--- config.mk ---
export PLATFORM = sky130hd
export DESIGN_NAME = stepped_pulse_train_generator
export DESIGN_NICKNAME = d
export VERILOG_FILES = /design/src/hw/rtl/spt_pkg.sv /design/src/hw/rtl/spt_cfg.sv /design/src/hw/rtl/spt_seg.sv /design/src/hw/rtl/spt_seq.sv /design/src/hw/rtl/stepped_pulse_train_generator.sv
export SDC_FILE = /design/constraint.sdc
export NUM_CORES = 1
export LEC_CHECK = 0
export ABC_CLOCK_PERIOD_IN_PS = 13000
export BUFFER_PORTS_ARGS = -buffer_cell sky130_fd_sc_hd__buf_4
export CAP_MARGIN = 20
export CORE_MARGIN = 2
export CORE_UTILIZATION = 50
export DETAILED_ROUTE_END_ITERATION = 7
export PLACE_DENSITY_LB_ADDON = 0.1
export SYNTH_ARGS = -nofsm -noshare
export SYNTH_HDL_FRONTEND = slang
export SYNTH_SLANG_ARGS = --single-unit
--- constraint.sdc ---
create_clock -name clk -period 13 [get_ports clk]
set_input_delay 2.6 -clock clk [delete_from_list [all_inputs] [get_ports clk]]
set_output_delay 2.6 -clock clk [all_outputs]
set_load 0.03 [all_outputs]
--- src/hw/rtl/spt_pkg.sv ---
// Shared types and constants of the stepped pulse train generator.
`default_nettype none

package spt_pkg;

  localparam int unsigned CFG_IDX_W  = 3;
  localparam int unsigned CFG_DATA_W = 13;
  localparam int unsigned SEG_W      = 13;

  // Register indexes of the configuration port
  typedef enum logic [CFG_IDX_W-1:0] {
    REG_ON_BASE     = 3'd0,
    REG_WIDTH_STEP  = 3'd1,
    REG_OFF_TIME    = 3'd2,
    REG_PULSE_COUNT = 3'd3,
    REG_GAP_TIME    = 3'd4,
    REG_SYNC_WIDTH  = 3'd5,
    REG_TIME_SCALE  = 3'd6
  } reg_idx_t;

  // Reset values of the configuration registers
  localparam logic [11:0] RST_ON_BASE     = 12'd700;
  localparam logic [7:0]  RST_WIDTH_STEP  = 8'd50;
  localparam logic [11:0] RST_OFF_TIME    = 12'd500;
  localparam logic [3:0]  RST_PULSE_COUNT = 4'd9;
  localparam logic [12:0] RST_GAP_TIME    = 13'd2500;
  localparam logic [9:0]  RST_SYNC_WIDTH  = 10'd50;
  localparam logic [9:0]  RST_TIME_SCALE  = 10'd1;

  typedef struct packed {
    logic [11:0] on_base;
    logic [7:0]  width_step;
    logic [11:0] off_time;
    logic [3:0]  pulse_count;
    logic [12:0] gap_time;
    logic [9:0]  sync_width;
    logic [9:0]  time_scale;
  } cfg_t;

  // Frame phase, one-hot
  typedef enum logic [4:0] {
    PH_IDLE = 5'b00001,
    PH_HIGH = 5'b00010,
    PH_LOW  = 5'b00100,
    PH_GAP  = 5'b01000,
    PH_SYNC = 5'b10000
  } phase_t;

  typedef struct packed {
    logic data_level;
    logic sync_level;
    logic frame_end;
  } res_t;

endpackage

`default_nettype wire

--- src/hw/rtl/spt_cfg.sv ---
// Configuration register file of the stepped pulse train generator.
`default_nettype none

module spt_cfg (
  input  wire logic                                clk,
  input  wire logic                                rst_n,
  input  wire logic                                wr_en,
  input  wire logic [spt_pkg::CFG_IDX_W-1:0]       wr_idx,
  input  wire logic [spt_pkg::CFG_DATA_W-1:0]      wr_data,
  output spt_pkg::cfg_t                            cfg
);

  spt_pkg::cfg_t cfg_r;
  spt_pkg::cfg_t cfg_nxt;

  always_comb begin
    cfg_nxt = cfg_r;
    if (wr_en) begin
      unique case (spt_pkg::reg_idx_t'(wr_idx))
        spt_pkg::REG_ON_BASE:     cfg_nxt.on_base     = wr_data[11:0];
        spt_pkg::REG_WIDTH_STEP:  cfg_nxt.width_step  = wr_data[7:0];
        spt_pkg::REG_OFF_TIME:    cfg_nxt.off_time    = wr_data[11:0];
        spt_pkg::REG_PULSE_COUNT: cfg_nxt.pulse_count = wr_data[3:0];
        spt_pkg::REG_GAP_TIME:    cfg_nxt.gap_time    = wr_data[12:0];
        spt_pkg::REG_SYNC_WIDTH:  cfg_nxt.sync_width  = wr_data[9:0];
        spt_pkg::REG_TIME_SCALE:  cfg_nxt.time_scale  = wr_data[9:0];
        default:                  cfg_nxt = cfg_r; // unmapped index: drop
      endcase
    end
  end

  always_ff @(posedge clk) begin
    if (!rst_n) begin
      cfg_r.on_base     <= spt_pkg::RST_ON_BASE;
      cfg_r.width_step  <= spt_pkg::RST_WIDTH_STEP;
      cfg_r.off_time    <= spt_pkg::RST_OFF_TIME;
      cfg_r.pulse_count <= spt_pkg::RST_PULSE_COUNT;
      cfg_r.gap_time    <= spt_pkg::RST_GAP_TIME;
      cfg_r.sync_width  <= spt_pkg::RST_SYNC_WIDTH;
      cfg_r.time_scale  <= spt_pkg::RST_TIME_SCALE;
    end else begin
      cfg_r <= cfg_nxt;
    end
  end

  assign cfg = cfg_r;

endmodule

`default_nettype wire

--- src/hw/rtl/spt_seg.sv ---
// Segment length in time units for the current phase and pulse.
`default_nettype none

module spt_seg (
  input  wire spt_pkg::cfg_t                  cfg,
  input  wire spt_pkg::phase_t                phase,
  input  wire logic [3:0]                     pulse_idx,
  input  wire logic                           reversed,
  output logic [spt_pkg::SEG_W-1:0]           seg_units
);

  logic [3:0]  count1;
  logic [4:0]  idx_p1;
  logic [3:0]  k;
  logic [11:0] on1;
  logic [11:0] off1;
  logic [9:0]  sync1;
  logic [11:0] prod;

  always_comb begin
    count1 = (cfg.pulse_count == 4'd0) ? 4'd1 : cfg.pulse_count;
    on1    = (cfg.on_base == 12'd0) ? 12'd1 : cfg.on_base;
    off1   = (cfg.off_time == 12'd0) ? 12'd1 : cfg.off_time;
    sync1  = (cfg.sync_width == 10'd0) ? 10'd1 : cfg.sync_width;
    idx_p1 = {1'b0, pulse_idx} + 5'd1;

    // Reversed order counts the width index down, saturating at zero
    if (reversed) begin
      k = (idx_p1 >= {1'b0, count1}) ? 4'd0 : count1 - 4'd1 - pulse_idx;
    end else begin
      k = pulse_idx;
    end
    prod = {8'd0, k} * {4'd0, cfg.width_step};

    unique case (phase)
      spt_pkg::PH_HIGH: seg_units = {1'b0, on1} + {1'b0, prod};
      spt_pkg::PH_LOW:  seg_units = {1'b0, off1};
      spt_pkg::PH_GAP:  seg_units = cfg.gap_time;
      spt_pkg::PH_SYNC: seg_units = {3'd0, sync1};
      default:          seg_units = 13'd1;
    endcase
  end

endmodule

`default_nettype wire

--- src/hw/rtl/spt_seq.sv ---
// Frame sequencer: toggle latching, prescaler, unit counter and phase control.
`default_nettype none

module spt_seq (
  input  wire logic           clk,
  input  wire logic           rst_n,
  input  wire logic           step,
  input  wire logic           toggle_enable,
  input  wire logic           toggle_order,
  input  wire spt_pkg::cfg_t  cfg,
  output spt_pkg::res_t       res
);

  logic                     enabled_r, enabled_nxt;
  logic                     reversed_r, reversed_nxt;
  logic                     pend_en_r, pend_en_nxt;
  logic                     pend_ord_r, pend_ord_nxt;
  spt_pkg::phase_t          phase_r, phase_nxt;
  logic [3:0]               idx_r, idx_nxt;
  logic [12:0]              cnt_r, cnt_nxt;
  logic [9:0]               presc_r, presc_nxt;

  spt_pkg::phase_t          ph_a;
  logic [3:0]               idx_a;
  logic [12:0]              cnt_a;
  logic [9:0]               presc_a;
  logic [10:0]              presc_inc;
  logic [9:0]               ts1;
  logic [3:0]               count1;
  logic [4:0]               idx_p1;
  logic                     wrap;
  logic [12:0]              cnt_new;
  logic [spt_pkg::SEG_W-1:0] seg_units;
  logic                     done;

  spt_seg u_seg (
    .cfg       (cfg),
    .phase     (ph_a),
    .pulse_idx (idx_a),
    .reversed  (reversed_nxt),
    .seg_units (seg_units)
  );

  always_comb begin
    pend_en_nxt  = pend_en_r ^ toggle_enable;
    pend_ord_nxt = pend_ord_r ^ toggle_order;
    enabled_nxt  = enabled_r;
    reversed_nxt = reversed_r;
    ph_a         = phase_r;
    idx_a        = idx_r;
    cnt_a        = cnt_r;
    presc_a      = presc_r;

    // Frame boundary: apply latched flips, start a frame on this same tick
    if (phase_r == spt_pkg::PH_IDLE) begin
      enabled_nxt  = enabled_r ^ pend_en_nxt;
      reversed_nxt = reversed_r ^ pend_ord_nxt;
      pend_en_nxt  = 1'b0;
      pend_ord_nxt = 1'b0;
      if (enabled_nxt) begin
        ph_a    = spt_pkg::PH_HIGH;
        idx_a   = 4'd0;
        cnt_a   = 13'd0;
        presc_a = 10'd0;
      end
    end

    ts1       = (cfg.time_scale == 10'd0) ? 10'd1 : cfg.time_scale;
    count1    = (cfg.pulse_count == 4'd0) ? 4'd1 : cfg.pulse_count;
    idx_p1    = {1'b0, idx_a} + 5'd1;
    presc_inc = {1'b0, presc_a} + 11'd1;
    wrap      = (presc_inc >= {1'b0, ts1});
    cnt_new   = wrap ? cnt_a + 13'd1 : cnt_a;
    done      = wrap && (cnt_new >= seg_units);

    phase_nxt = ph_a;
    idx_nxt   = idx_a;
    cnt_nxt   = cnt_a;
    presc_nxt = presc_a;
    res       = '0;

    if (ph_a != spt_pkg::PH_IDLE) begin
      res.data_level = (ph_a == spt_pkg::PH_HIGH);
      res.sync_level = (ph_a == spt_pkg::PH_SYNC);
      cnt_nxt        = cnt_new;
      presc_nxt      = wrap ? 10'd0 : presc_inc[9:0];
      if (done) begin
        cnt_nxt   = 13'd0;
        presc_nxt = 10'd0;
        unique case (ph_a)
          spt_pkg::PH_HIGH: phase_nxt = spt_pkg::PH_LOW;
          spt_pkg::PH_LOW: begin
            if (idx_p1 < {1'b0, count1}) begin
              idx_nxt   = idx_p1[3:0];
              phase_nxt = spt_pkg::PH_HIGH;
            end else if (cfg.gap_time == 13'd0) begin
              phase_nxt = spt_pkg::PH_SYNC;
            end else begin
              phase_nxt = spt_pkg::PH_GAP;
            end
          end
          spt_pkg::PH_GAP: phase_nxt = spt_pkg::PH_SYNC;
          spt_pkg::PH_SYNC: begin
            res.frame_end = 1'b1;
            phase_nxt     = spt_pkg::PH_IDLE;
            idx_nxt       = 4'd0;
          end
          default: phase_nxt = spt_pkg::PH_IDLE;
        endcase
      end
    end
  end

  always_ff @(posedge clk) begin
    if (!rst_n) begin
      enabled_r  <= 1'b0;
      reversed_r <= 1'b0;
      pend_en_r  <= 1'b0;
      pend_ord_r <= 1'b0;
      phase_r    <= spt_pkg::PH_IDLE;
      idx_r      <= 4'd0;
      cnt_r      <= 13'd0;
      presc_r    <= 10'd0;
    end else if (step) begin
      enabled_r  <= enabled_nxt;
      reversed_r <= reversed_nxt;
      pend_en_r  <= pend_en_nxt;
      pend_ord_r <= pend_ord_nxt;
      phase_r    <= phase_nxt;
      idx_r      <= idx_nxt;
      cnt_r      <= cnt_nxt;
      presc_r    <= presc_nxt;
    end
  end

endmodule

`default_nettype wire

--- src/hw/rtl/stepped_pulse_train_generator.sv ---
// Top level of the stepped pulse train generator: handshake, result register, checks.
// Output: the result of a tick is registered and is on the out_ port in the cycle after its input transfer.
// Throughput: one tick per cycle; a new tick is taken while the result register is
//   empty or is being drained in the same cycle, so the sequencer never waits on itself.
// Reset (rst_n low, synchronous): output disabled, normal order, no pending flips,
//   sequencer idle, registers back to their default values, result register empty.
`default_nettype none

module stepped_pulse_train_generator (
  input  wire logic                             clk,
  input  wire logic                             rst_n,
  // tick input channel
  input  wire logic                             in_valid,
  output logic                                  in_ready,
  input  wire logic                             in_toggle_enable,
  input  wire logic                             in_toggle_order,
  // result channel
  output logic                                  out_valid,
  input  wire logic                             out_ready,
  output logic                                  out_data_level,
  output logic                                  out_sync_level,
  output logic                                  out_frame_end,
  // configuration write channel
  input  wire logic                             cfg_valid,
  output logic                                  cfg_ready,
  input  wire logic [spt_pkg::CFG_IDX_W-1:0]    cfg_index,
  input  wire logic [spt_pkg::CFG_DATA_W-1:0]   cfg_data
);

  spt_pkg::cfg_t cfg;
  spt_pkg::res_t res;
  spt_pkg::res_t res_r;
  logic          out_valid_r, out_valid_nxt;
  logic          in_xfer;
  logic          cfg_xfer;

  // Registers are always writable; the user must write them only while the block is idle, the block does not enforce it
  assign cfg_ready = 1'b1;
  assign cfg_xfer  = cfg_valid && cfg_ready;

  // Take a tick when the result register is free or drains this cycle
  assign in_ready = !out_valid_r || out_ready;
  assign in_xfer  = in_valid && in_ready;

  spt_cfg u_cfg (
    .clk     (clk),
    .rst_n   (rst_n),
    .wr_en   (cfg_xfer),
    .wr_idx  (cfg_index),
    .wr_data (cfg_data),
    .cfg     (cfg)
  );

  // The sequencer advances exactly once per accepted tick
  spt_seq u_seq (
    .clk           (clk),
    .rst_n         (rst_n),
    .step          (in_xfer),
    .toggle_enable (in_toggle_enable),
    .toggle_order  (in_toggle_order),
    .cfg           (cfg),
    .res           (res)
  );

  // Result register: load on an input transfer, drop on an output transfer
  always_comb begin
    out_valid_nxt = out_valid_r;
    if (in_xfer) begin
      out_valid_nxt = 1'b1;
    end else if (out_ready) begin
      out_valid_nxt = 1'b0;
    end
  end

  always_ff @(posedge clk) begin
    if (!rst_n) begin
      out_valid_r <= 1'b0;
    end else begin
      out_valid_r <= out_valid_nxt;
    end
  end

  // Payload holds unless a new tick is taken
  always_ff @(posedge clk) begin
    if (in_xfer) begin
      res_r <= res;
    end
  end

  assign out_valid      = out_valid_r;
  assign out_data_level = res_r.data_level;
  assign out_sync_level = res_r.sync_level;
  assign out_frame_end  = res_r.frame_end;

  // Every accepted tick leaves a result in the register
  a_xfer_fills: assert property (@(posedge clk) disable iff (!rst_n)
    in_xfer |=> out_valid_r)
    else $error("accepted tick produced no result");

  // Data and sync lines are never high together
  a_lines_exclusive: assert property (@(posedge clk) disable iff (!rst_n)
    out_valid_r |-> !(res_r.data_level && res_r.sync_level))
    else $error("data and sync high at once");

  // A frame ends only on a sync tick
  a_end_on_sync: assert property (@(posedge clk) disable iff (!rst_n)
    (out_valid_r && res_r.frame_end) |-> res_r.sync_level)
    else $error("frame end outside sync pulse");

endmodule

`default_nettype wire
==> run summary <==
Iter 0 DRT Violations: 545
worst skew pair latency: 0.37 ns
grt ovf: 0
sequential share of the synthesized area: 29.4%
row cnt: 44
dpl ws: 1.85 ns
synthesized flop and latch total: 109
die footprint: 0.0161 sq mm
Tcrit/Tclk final: 83.7%
chip width: 127 microns
Final Critical Period: 10.88 ns
first-pass GRT wire length: 32,700 microns
largest delay contributor family on the critical path: compound AO/OA/AOI/OAI gates
critical path class: input pin to register
Peak VDD IR: 0.0674 mV
Max clock buf depth: 2
unrepaired setup endpoints after global routing: no
critical path fanouts, max: 19
DRC errors left: 0
post-cts sizing count: 0
post-synth cell types: 71
Worst Path Arrival: 11.18 ns
Top Ports: 29
setup TNS: 0 ns
filler instances: 1,417
YS warnings: 0
status: finished, final reports clean
crit path buf inv count: 4
ant diodes: 0
f_max: 91.9 MHz
hold_buf cts: 0
number of max-cap violations: 0
most common cell after layout, fill and taps aside: nand2_1
CP max-delay cell: fa_1
Leak Pwr: 3.32 nW
CP dominant cell by count: ha_1
critical path launch point type: input pin
largest net degree at the start of global routing: 111
Worst Path Required: 13.30 ns
Worst Setup End Kind: register
WHS: 0.460 ns
Initial Util: 51.4%
total core area: 0.0146 sq mm
Port Buffers: 27
Area Growth Syn to Fin: 8.26%
drt via density: 5.71
share of cells above drive strength 1: 7.37%
Max Slew Vio Count: 0
synthesized cell area: 0.00753 sq mm
final hold violations: 0
average cell area after synthesis: 7.98 sq um
die height: 127 microns
final worst setup slack: 2.12 ns
Slew @ Worst Pin: 1.05 ns
ys flop type: dfxtp_1
First-pass DRT Iterations: 5
most frequent cells in the layout: nand2_1, dfxtp_1, inv_1
Root Driver: clkbuf_16
average routed wire per standard cell: 17.5 microns
Cells after Synth: 944
vias in the first global route: 6,059
Total Wirelength: 19,800 microns
GRT Resource Usage Total: 25.8%
pwr dens: 122 mW/mm^2
post-route antenna net violation count: 0
number of synthesized flops with an enable pin: 3
HPWL after detailed placement: 14,500 microns
Final GP Congestion: 0.906
CTS Buf Count: 9
async set-reset flop share out of synthesis: 0%
min-delay worst type: register to register
syn_nets: 1,043
htree depth: 3
Final #Nets: 1,044
Slew headroom: 30.0%
initial antenna violation count: 0
Final setup viols: 0
Vias: 6,475
Reg clk slew, reported paths: 0.08 ns
postcts setup bufs: 0
CP peak stage delay: 0.55 ns
Final Skew: 0.0107 ns
CTS tree: yes
clock sinks: 109
## layout make-up
class / instances / area (sq um) / area share, %
multi-input cells: 715 / 4850 / 59.5
flip-flops and latches: 109 / 2210 / 27.1
inverters: 74 / 278 / 3.41
repair buffers: 36 / 274 / 3.36
well taps: 184 / 230 / 2.82
clock buffers: 9 / 225 / 2.76
clock inverters: 7 / 80.1 / 0.982
## through the flow
stage	utilization (%)	instance area (sq um)	instances	power (mW)
5_1_grt	55.7	8150	1134	1.06
4_1_cts	55.6	8140	1133	0.997
3_5_place_dp	53.5	7840	1117	0.710
3_3_place_gp	53.5	7840	1117	0.708
6_report	55.7	8150	1134	0.994
2_1_floorplan	-	7530	944	0.625
## power by group
group | internal, mW | switching (mW) | leakage, nW
clock | 0.138 | 0.149 | 0.151
sequential | 0.349 | 0.0161 | 0.890
combinational | 0.129 | 0.214 | 2.28
## worst reg2reg max path, delay by kind of cell, from the launching register on
family,cells,cell delay [ns]
AO/OA/AOI/OAI,13,2.92
AND/OR/NAND/NOR,10,2.59
buffers and inverters,3,0.20
adder cells (fa/ha/maj),7,2.64
flip-flops,1,0.38
XOR/XNOR,2,0.28
## path summary, 6_finish.rpt
check | startpoint | endpoint | slack (ns) | depth (start not counted)
worst max-delay path | in_toggle_enable | u_seq.cnt_r[12]$_SDFFE_PN0P_ | 2.12 | 36
worst min-delay path | u_seq.cnt_r[1]$_SDFFE_PN0P_ | u_seq.cnt_r[1]$_SDFFE_PN0P_ | 0.46 | 2
worst max register to register | u_seq.phase_r[1]$_SDFFE_PN0P_ | u_seq.cnt_r[12]$_SDFFE_PN0P_ | 3.91 | 35
worst min register to register | u_seq.cnt_r[1]$_SDFFE_PN0P_ | u_seq.cnt_r[1]$_SDFFE_PN0P_ | 0.46 | 2
## sequential cells by signal (all words and copies together) (netlist names)
signal	flops
out_data_level	1
out_frame_end	1
out_sync_level	1
out_valid	1
u_cfg.cfg	69
u_seq.cnt_r	13
u_seq.enabled_r	1
u_seq.idx_r	4
u_seq.pend_en_r	1
u_seq.pend_ord_r	1
u_seq.phase_r	5
u_seq.presc_r	10
u_seq.reversed_r	1
## routing by layer
layer	up-vias	part of all wire [%]	global-route usage, %
met1	3078	50	37.1
met4	0	2.0	7.18
met3	28	4.1	3.84
met2	138	44	40.4
li1	3231	-	-
met5	-	0	0
## cell usage after synthesis (19+ instances only)
library cell / n / area, sq um
fa_1: 22 / 440
dfxtp_1: 106 / 2120
nor2_1: 40 / 150
a21oi_1: 20 / 100
nand3_1: 55 / 275
nand2_1: 185 / 694
a21boi_0: 63 / 473
o21ai_0: 26 / 130
clkbuf_1: 36 / 135
and2_1: 35 / 219
ha_1: 54 / 676
nor2b_1: 19 / 119
xnor2_1: 23 / 201
inv_1: 74 / 278
## kinds of logic (layout without fill, tap and decap cells)
logic type                 after synthesis  after routing  share of synthesized area [%]
buffers and inverters                  120            126                           6.31
AOI/OAI and AO/OA                      190            190                           18.0
adders and majority gates               76             76                           14.8
other                                    1              1                         0.0498
xor gates and xnor gates                37             37                           4.62
muxes                                    6              6                          0.814
and+or+nand+nor                        405            405                           26.1
DFF                                    109            109                           29.4
No activity file was read; power rests on OpenSTA's default activity.
